--- src/prd_pkg.sv ---
// Package for the PLL rate decoder: field layout, widths, constants, register indexes.
// No dependencies.
package prd_pkg;

  localparam int WordW    = 32;
  localparam int NumW     = 10;
  localparam int MultW    = 4;
  localparam int DenW     = 10;
  localparam int PreW     = 4;

  localparam int NumLo    = 0;
  localparam int MultLo   = 10;
  localparam int DenLo    = 16;
  localparam int PreLo    = 26;

  localparam int PreDivW  = PreW + 1;
  localparam int DenDivW  = DenW + 1;
  localparam int ProdW    = WordW + NumW;

  localparam int StepsDefault = 4;
  localparam int CfgIndexW    = 1;

  localparam logic [MultW-1:0] MultMin = MultW'(5);
  localparam logic [NumW-1:0]  NumSign = NumW'(10'h200);
  localparam logic [NumW:0]    NumSpan = (NumW + 1)'(11'h400);

  typedef enum logic [CfgIndexW-1:0] {
    CFG_REFERENCE_RATE       = 1'b0,
    CFG_SIGNED_FRACTION_MODE = 1'b1
  } cfg_index_t;

endpackage

--- src/pll_rate_decoder_unit.sv ---
// PLL rate decoder top level: pipelined predivision, multiply and fraction division.
// Depends on prd_pkg.
//
//   channel  | dir | payload (low bit up)
//   s_axis   | in  | tdata: pll_setting[31:0]
//   m_axis   | out | tdata: output_rate[31:0]
//   cfg      | in  | cfg_index: 0 reference_rate, 1 signed_fraction_mode
//
// One item per cycle while m_axis_tready is high; the pipeline depth is set by
// the two restoring dividers that retire STEPS quotient bits per stage. Reset
// clears all valid bits and loads the register defaults. A stall at m_axis
// holds only as many stages as are full; bubbles close up.
module pll_rate_decoder_unit #(
  parameter int STEPS = prd_pkg::StepsDefault
) (
  input  logic                             clk,
  input  logic                             rst,
  input  logic                             s_axis_tvalid,
  output logic                             s_axis_tready,
  input  logic [prd_pkg::WordW-1:0]        s_axis_tdata,   // pll_setting[31:0]
  output logic                             m_axis_tvalid,
  input  logic                             m_axis_tready,
  output logic [prd_pkg::WordW-1:0]        m_axis_tdata,   // output_rate[31:0]
  input  logic                             cfg_wen,
  input  logic [prd_pkg::CfgIndexW-1:0]    cfg_index,
  input  logic [prd_pkg::WordW-1:0]        cfg_data
);
  import prd_pkg::*;

  localparam int NA  = (WordW + STEPS - 1) / STEPS;
  localparam int WA  = NA * STEPS;
  localparam int NC  = (ProdW + STEPS - 1) / STEPS;
  localparam int WC  = NC * STEPS;
  localparam int NST = NA + NC + 3;
  localparam int IB  = NA + 1;

  typedef struct packed {
    logic [MultW-1:0]   mult;
    logic [NumW-1:0]    mag;
    logic               neg;
    logic [DenDivW-1:0] den;
  } side_a_t;

  typedef struct packed {
    logic [WordW-1:0]   bm;
    logic               neg;
    logic [DenDivW-1:0] den;
  } side_c_t;

  logic [WordW-1:0] reference_rate;
  logic             signed_fraction_mode;

  logic [NST-1:0] vld;
  logic [NST:0]   adv;

  logic [WA-1:0]      a_qr   [0:NA];
  logic [PreDivW-1:0] a_rem  [0:NA];
  logic [PreDivW-1:0] a_dvs  [0:NA];
  side_a_t            a_side [0:NA];
  logic [WA-1:0]      a_qr_next  [1:NA];
  logic [PreDivW-1:0] a_rem_next [1:NA];

  logic [WC-1:0]      c_qr   [0:NC];
  logic [DenDivW-1:0] c_rem  [0:NC];
  side_c_t            c_side [0:NC];
  logic [WC-1:0]      c_qr_next  [1:NC];
  logic [DenDivW-1:0] c_rem_next [1:NC];

  logic [WordW-1:0] result;

  logic [NumW-1:0]    in_numer;
  logic [MultW-1:0]   in_mult_raw;
  logic [DenW-1:0]    in_den_raw;
  logic [PreW-1:0]    in_pre_raw;
  logic               in_neg;
  logic [NumW:0]      in_span_diff;
  logic [WordW-1:0]   in_dbl;

  logic [WordW-1:0]       base;
  logic [ProdW-1:0]       prod_full;
  logic [WordW+MultW-1:0] bm_full;
  logic [WordW-1:0]       frac;

  always_ff @(posedge clk) begin
    if (rst) begin
      reference_rate       <= '0;
      signed_fraction_mode <= 1'b1;
    end else if (cfg_wen) begin
      case (cfg_index_t'(cfg_index))
        CFG_REFERENCE_RATE:       reference_rate       <= cfg_data;
        CFG_SIGNED_FRACTION_MODE: signed_fraction_mode <= cfg_data[0];
        default: ;
      endcase
    end
  end

  always_comb begin
    adv[NST] = m_axis_tready;
    for (int i = 0; i < NST; i++) begin
      adv[i] = !vld[i] || adv[i+1];
    end
  end

  assign s_axis_tready = adv[0];
  assign m_axis_tvalid = vld[NST-1];
  assign m_axis_tdata  = result;

  always_ff @(posedge clk) begin
    if (rst) begin
      vld <= '0;
    end else begin
      if (adv[0]) vld[0] <= s_axis_tvalid;
      for (int i = 1; i < NST; i++) begin
        if (adv[i]) vld[i] <= vld[i-1];
      end
    end
  end

  // Unpack the setting word
  assign in_numer     = s_axis_tdata[NumLo +: NumW];
  assign in_mult_raw  = s_axis_tdata[MultLo +: MultW];
  assign in_den_raw   = s_axis_tdata[DenLo +: DenW];
  assign in_pre_raw   = s_axis_tdata[PreLo +: PreW];
  assign in_neg       = signed_fraction_mode && (in_numer >= NumSign);
  assign in_span_diff = NumSpan - {1'b0, in_numer};
  assign in_dbl       = {reference_rate[WordW-2:0], 1'b0};

  always_ff @(posedge clk) begin
    if (adv[0]) begin
      a_qr[0]        <= WA'(in_dbl);
      a_rem[0]       <= '0;
      a_dvs[0]       <= {1'b0, in_pre_raw} + PreDivW'(1);
      a_side[0].mult <= (in_mult_raw < MultMin) ? MultMin : in_mult_raw;
      a_side[0].mag  <= in_neg ? in_span_diff[NumW-1:0] : in_numer;
      a_side[0].neg  <= in_neg;
      a_side[0].den  <= {1'b0, in_den_raw} + DenDivW'(1);
    end
  end

  // Base divider: doubled reference over predivider + 1
  for (genvar j = 1; j <= NA; j++) begin : g_div_a
    always_comb begin
      logic [WA-1:0]      q;
      logic [PreDivW-1:0] r;
      logic [PreDivW:0]   t;
      q = a_qr[j-1];
      r = a_rem[j-1];
      t = '0;
      for (int s = 0; s < STEPS; s++) begin
        t = {r, q[WA-1]};
        q = {q[WA-2:0], 1'b0};
        if (t >= {1'b0, a_dvs[j-1]}) begin
          t    = t - {1'b0, a_dvs[j-1]};
          q[0] = 1'b1;
        end
        r = t[PreDivW-1:0];
      end
      a_qr_next[j]  = q;
      a_rem_next[j] = r;
    end

    always_ff @(posedge clk) begin
      if (adv[j]) begin
        a_qr[j]   <= a_qr_next[j];
        a_rem[j]  <= a_rem_next[j];
        a_dvs[j]  <= a_dvs[j-1];
        a_side[j] <= a_side[j-1];
      end
    end
  end

  // Multiply stage
  assign base      = a_qr[NA][WordW-1:0];
  assign prod_full = base * a_side[NA].mag;
  assign bm_full   = base * a_side[NA].mult;

  always_ff @(posedge clk) begin
    if (adv[IB]) begin
      c_qr[0]       <= WC'(prod_full);
      c_rem[0]      <= '0;
      c_side[0].bm  <= bm_full[WordW-1:0];
      c_side[0].neg <= a_side[NA].neg;
      c_side[0].den <= a_side[NA].den;
    end
  end

  // Fraction divider: product over denominator + 1
  for (genvar j = 1; j <= NC; j++) begin : g_div_c
    always_comb begin
      logic [WC-1:0]      q;
      logic [DenDivW-1:0] r;
      logic [DenDivW:0]   t;
      q = c_qr[j-1];
      r = c_rem[j-1];
      t = '0;
      for (int s = 0; s < STEPS; s++) begin
        t = {r, q[WC-1]};
        q = {q[WC-2:0], 1'b0};
        if (t >= {1'b0, c_side[j-1].den}) begin
          t    = t - {1'b0, c_side[j-1].den};
          q[0] = 1'b1;
        end
        r = t[DenDivW-1:0];
      end
      c_qr_next[j]  = q;
      c_rem_next[j] = r;
    end

    always_ff @(posedge clk) begin
      if (adv[IB+j]) begin
        c_qr[j]   <= c_qr_next[j];
        c_rem[j]  <= c_rem_next[j];
        c_side[j] <= c_side[j-1];
      end
    end
  end

  // Combine and wrap
  assign frac = c_qr[NC][WordW-1:0];

  always_ff @(posedge clk) begin
    if (adv[NST-1]) begin
      result <= c_side[NC].neg ? (c_side[NC].bm - frac) : (c_side[NC].bm + frac);
    end
  end

endmodule

--- config.mk ---
export PLATFORM = sky130hd
export DESIGN_NAME = pll_rate_decoder_unit
export DESIGN_NICKNAME = d
export VERILOG_FILES = /design/src/prd_pkg.sv /design/src/pll_rate_decoder_unit.sv
export SDC_FILE = /design/constraint.sdc
export NUM_CORES = 2
export LEC_CHECK = 0
export BUFFER_PORTS_ARGS = -buffer_cell sky130_fd_sc_hd__buf_4
export CORE_ASPECT_RATIO = 0.7
export CORE_MARGIN = 2
export CORE_UTILIZATION = 40
export DETAILED_ROUTE_END_ITERATION = 10
export GPL_TIMING_DRIVEN = 1
export PLACE_DENSITY = 0.52
export SETUP_SLACK_MARGIN = 0.05
export SYNTH_ARGS = -nofsm -noshare
export SYNTH_HDL_FRONTEND = slang
export SYNTH_SLANG_ARGS = --single-unit
--- constraint.sdc ---
create_clock -name clk -period 14.94 [get_ports clk]
set_input_delay 1.494 -clock clk [delete_from_list [all_inputs] [get_ports clk]]
set_output_delay 1.494 -clock clk [all_outputs]
set_load 0.1 [all_outputs]
* Word-level counts from Yosys, hierarchy flattened
Memories as Yosys holds them, arrays and structs flattened.
Cells that the tools add are included.
** Storage, ports and cells
- Input port bits :: 70
- Logic and storage cells :: 438
- Memories :: 7
- Memory bits (writable) :: 1800
- Flip-flop bits (word level) :: 86
** Memories
- c_qr :: words 12, width 44, read ports 12, clocked after Yosys merged registers in 0, write ports 12, line pll_rate_decoder_unit.sv:63 : logic [WC-1:0] c_qr [0:NC];
- c_side :: words 12, width 44, read ports 12, clocked after Yosys merged registers in 0, write ports 12, line pll_rate_decoder_unit.sv:65 : side_c_t c_side [0:NC];
- a_qr :: words 9, width 32, read ports 9, clocked after Yosys merged registers in 0, write ports 9, line pll_rate_decoder_unit.sv:56 : logic [WA-1:0] a_qr [0:NA];
- a_side :: words 9, width 26, read ports 9, clocked after Yosys merged registers in 0, write ports 9, line pll_rate_decoder_unit.sv:59 : side_a_t a_side [0:NA];
- c_rem :: words 12, width 11, read ports 11, clocked after Yosys merged registers in 0, write ports 12, line pll_rate_decoder_unit.sv:64 : logic [DenDivW-1:0] c_rem [0:NC];
- a_dvs :: words 9, width 5, read ports 8, clocked after Yosys merged registers in 0, write ports 9, line pll_rate_decoder_unit.sv:58 : logic [PreDivW-1:0] a_dvs [0:NA];
- +1 memories
** Operators by class
- $lt $le $gt $ge :: 78
- Multipliers :: 2
- Muxes and demuxes :: 197
- Bitwise logic cells :: 1
- Reductions and logical operators :: 47
- Add/subtract/negate cells :: 81
** Operators with widths (count)
- greater-or-equal comparator 12 x 11 -> 1 bit :: 44
- two-way mux 11 bit :: 44
- subtractor 11 bit :: 44
- greater-or-equal comparator 6 x 5 -> 1 bit :: 32
- two-way mux 5 bit :: 32
- subtractor 5 bit :: 32
- two-way mux 1 bit :: 118
- multiplier 32 x 10 -> 42 bit :: 1
- adder 32 bit :: 1
- multiplier 32 x 4 -> 32 bit :: 1
- two-way mux 32 bit :: 1
- subtractor 32 bit :: 1
- logical NOT 1 bit :: 22
- logical OR 1 bit :: 22
- adder 10 x 1 -> 11 bit, second input constant :: 1
- greater-or-equal comparator 10 bit, second input constant :: 1
- two-way mux 10 bit :: 1
- subtractor 1 x 10 -> 10 bit, first input constant :: 1
- adder 4 x 1 -> 5 bit, second input constant :: 1
- < comparator 4 x 3 -> 1 bit, second input constant :: 1
- two-way mux 4 bit :: 1
- AND reduction 2 bit :: 2
- logical AND 1 bit :: 1
- inverter 1 bit :: 1

* Longest topological paths before layout
- Depth in word-level cells :: 25
- Depth in mapped cells :: 47

* Worst setup path after synthesis
Ideal clock, no wire load.
- Path kind :: in2out
- From :: in m_axis_tready
- To :: out s_axis_tready
- Required time :: 13.446 ns
- Arrival :: 9.845 ns
- Slack :: 3.601 ns
- Cell stages on the path :: 11
- Cell sequence :: nor2b_1 -> inv_1 -> nor2_1 -> nand3_1 -> nor2_1 -> and3_1 -> and3_1 -> and2_1 -> clkbuf_1 -> nand4_1 -> or2_2
** On the way
- Cells in the longest elaborated chain, start to end :: 22
** Ends and longest elaborated chain
- from (decl) :: line pll_rate_decoder_unit.sv:22 : input logic m_axis_tready,
- logical OR 1 bit :: line pll_rate_decoder_unit.sv:100 : adv[i] = !vld[i] || adv[i+1];
- via adv[21] :: line pll_rate_decoder_unit.sv:54 : logic [NST:0] adv;
- logical OR 1 bit (6 in series) :: line pll_rate_decoder_unit.sv:100
- via adv[15] :: line pll_rate_decoder_unit.sv:54
- logical OR 1 bit (14 in series) :: line pll_rate_decoder_unit.sv:100
- via adv[1] :: line pll_rate_decoder_unit.sv:54
- logical OR 1 bit :: line pll_rate_decoder_unit.sv:100
- to (decl) :: line pll_rate_decoder_unit.sv:19 : output logic s_axis_tready,
The timed path passes the listed nets, and every way through them passes these cells.

==> results.md <==
- Starting Density: about two fifths
- PostCTS Resize Cnt: 0
- Num rows: around 150
- GRT Util Overall: between 15 and 20%
- Drt pass-1 iters: 5
- Die Wd: 601 µm
- Clk_skew: 0.0800 ns
- Slew Limit Fails: 0
- Pin count of the biggest net entering global routing: between 70 and 80
- CTS tree: yes
- Ports: around 100
- Post-synth top area cell: edfxtp_1
- Core Area: between 200000 and 250000 µm²
- Startpoint Class: register
- Via/cell ratio: slightly above 5
- Port-buffer cells: 98
- Area growth from synthesis to layout: 10.6%
- Library cells used by synthesis: 105
- Total gr overflow: 0
- Adder-Cell Fraction of Synth Area: 17.1%
- Post-synth EDFFs: 1654
- Cts hold-fix bufs: 0
- Clock Latency Late Sink: approximately 0.87 ns
- Worst-case clock buffer depth: 4
- Ranking of synthesized cells by area: edfxtp_1 (50%), ha_1 (9.7%), fa_1 (7.4%), xnor2_1 (2.9%), inv_1 (2.8%)
- Final setup vio count: 0
- Mapped Cells: 8248
- Final GP Congestion: around 0.86
- Max stage delay on crit path: roughly 0.85 ns
- Synth Register Bits: around 1.7k
- Antenna violations before repair: 0
- Fin nets: between 9k and 10k
- Clock transition at the registers of the reported paths: roughly 0.060 ns
- Synth Area in XOR/XNOR: about 4.1%
- Post-route ant nets: 0
- Remaining DRCs: 0
- Setup Buffers After CTS: 0
- Crit Path Class: register to register
- FMAX: around 84 MHz
- Worst Setup End Kind: register
- RSZ-0062 raised after global routing: no
- Sequential-to-total area share from yosys stat: approximately 51%
- Chip Height: between 400 and 500 µm
- DR WL/cell: 17.7 µm
- Number of global-route vias before repair: between 60k and 70k
- Layout cells sized above 1: 9.40%
- Final WL: between 200 and 250 mm
- DIE AREA: 253000 µm²
- Critical Path Fanout Max: 16
- Final Hold Fails: 0
- Max_slew headroom: ~22%
- First-pass GRT wire length: 341 mm
- WP data required: between 15 and 20 ns
- H-tree Lvls: 4
- Synth warnings: 0
- Setup TNS: 0 ns
- CP top delay family: compound AO/OA/AOI/OAI gates
- Worst slew pin tran: about 1.2 ns
- Buf/Inv on CP: 1
- Crit path time final: roughly 12 ns
- Crit path DAT: 12.50 ns
- Sink Count: about 1.7k
- CP most frequent cell: o21ai_0
- Final Cycle Share: between 70% and 80%
- Ys flop type: edfxtp_1
- Run status: finished clean
- DR vias: 61.6k
- Synth Area in Simple Gates: 9.89%
- Hold Crit Class: register to register
- Synth Area in Compound Gates: between 10% and 20%
- Diode count: 0
- Largest family of logic cells by synthesized area: adder cells
- HPWL after DPL: between 150 and 200 mm
- Root Buffer: clkbuf_16
- Most frequent cells in the layout: edfxtp_1 (1654), ha_1 (773), inv_1 (740), nand2_1 (676), nor2_1 (478)
- Mux cell area share after synthesis: just over 4%
- Slowest stage cell, crit path: a2111oi_4
- Drt initial violations: roughly 4.2k
- Max_cap viols: 0
- Synthesized area: 99800 µm²
- Mean area per synthesized cell: ~12 µm²
- Async SR Flop Fraction: 0%
- Commonest non-fill, non-tap cell in the layout: edfxtp_1
- Synth top area share: about half
- Total CTS buffers: ~180
==> sequential cells by signal (all words and copies together) (netlist names), 32 cells and up <==
register and flops:
c_side 517, c_qr 406, a_qr 280, a_side 234, c_rem 110, a_dvs 40
a_rem 35, m_axis_tdata 32
==> final timing paths <==
| kind | to | cells after the start | slack (ns) | start |
|---|---|---|---|---|
| worst max-delay path | c_rem[9][2]$_DFFE_PP_ | 37 | 2.99 | c_side[2][0]$_DFFE_PP_ |
| worst min-delay path | c_side[0][161]$_DFFE_PP_ | 0 | 0.38 | c_side[0][117]$_DFFE_PP_ |
| worst max register to register | c_rem[9][2]$_DFFE_PP_ | 37 | 2.99 | c_side[2][0]$_DFFE_PP_ |
| worst min register to register | c_side[0][161]$_DFFE_PP_ | 0 | 0.38 | c_side[0][117]$_DFFE_PP_ |
==> cells in the mapped netlist, types with 14 or more instances <==
| library cell | number |
|---|---|
| dfxtp_1 | 54 |
| nor3_1 | 122 |
| mux2_2 | 248 |
| o211ai_1 | 31 |
| o21a_1 | 69 |
| nand4_1 | 93 |
| fa_1 | 367 |
| nor2_1 | 478 |
| a31oi_1 | 46 |
| xnor2_1 | 326 |
| buf_2 | 21 |
| nor2b_1 | 109 |
| edfxtp_1 | 1654 |
| or3_1 | 39 |
| mux2_4 | 16 |
| o311ai_0 | 14 |
| a21boi_0 | 52 |
| a41o_1 | 16 |
| inv_1 | 748 |
| o21ai_1 | 17 |
| or2_2 | 30 |
| o31ai_1 | 40 |
| nor3b_1 | 16 |
| a21o_1 | 200 |
| nand2b_1 | 86 |
| xor2_1 | 142 |
| nand2_1 | 684 |
| o21bai_1 | 33 |
| a21oi_1 | 455 |
| ha_1 | 773 |
| nand3b_1 | 17 |
| nand3_1 | 85 |
| and3_1 | 42 |
| a221o_1 | 20 |
| and2_1 | 208 |
| o221ai_1 | 20 |
| clkbuf_1 | 133 |
| a211oi_1 | 48 |
| o21ai_0 | 327 |
| mux2i_1 | 106 |
| nor4_1 | 20 |
==> worst register-to-register path, delay by kind of cell (launching register included) <==
family | cells | cell delay [ns]
buffers and inverters | 1 | 0.24
and+or+nand+nor | 8 | 2.01
DFF | 1 | 0.49
muxes | 4 | 1.43
AOI/OAI and AO/OA | 19 | 5.50
adders and majority gates | 5 | 1.97
==> layout make-up <==
cell class,count,area [µm²]
Inverter,753,2830
Multi-Input combinational cell,5623,45600
Timing Repair Buffer,158,1190
Clock inverter,109,1130
Tap cell,3332,4170
Fill cell,22673,138000
Sequential cell,1708,50700
Clock buffer,204,4610
==> metal layers <==
metal,GRT usage [%],wire length (µm)
met3,2.19,9460
met2,25.0,89700
met1,25.4,107000
met5,0,0
met4,3.65,4110
==> metrics by stage <==
| stage | hold WS, ns | instances | utilization, % | cell area (µm²) | worst slack, ns |
|---|---|---|---|---|---|
| 6_report | 0.376 | 11887 | 44.5 | 110000 | 2.99 |
| 5_1_grt | 0.387 | 11887 | 44.5 | 110000 | 2.25 |
| 4_1_cts | 0.370 | 11887 | 44.5 | 110000 | 3.16 |
| 3_5_place_dp | 0.405 | 11574 | 42.1 | 105000 | 3.27 |
| 3_3_place_gp | 0.400 | 11574 | 42.1 | 105000 | 3.20 |
| 2_1_floorplan | 0.400 | 8251 | - | 99800 | 3.60 |
==> cells by family after synthesis <==
group                      after synthesis
DFF                                   1708
muxes                                  370
adders and majority gates             1140
and+or+nand+nor                       2062
other                                    1
AOI/OAI and AO/OA                     1579
buffers and inverters                  920
xor gates and xnor gates               468
Power is left out: the tool's default activity adds up to more than one toggle a clock period on the data nets, which glitch-free logic cannot reach.
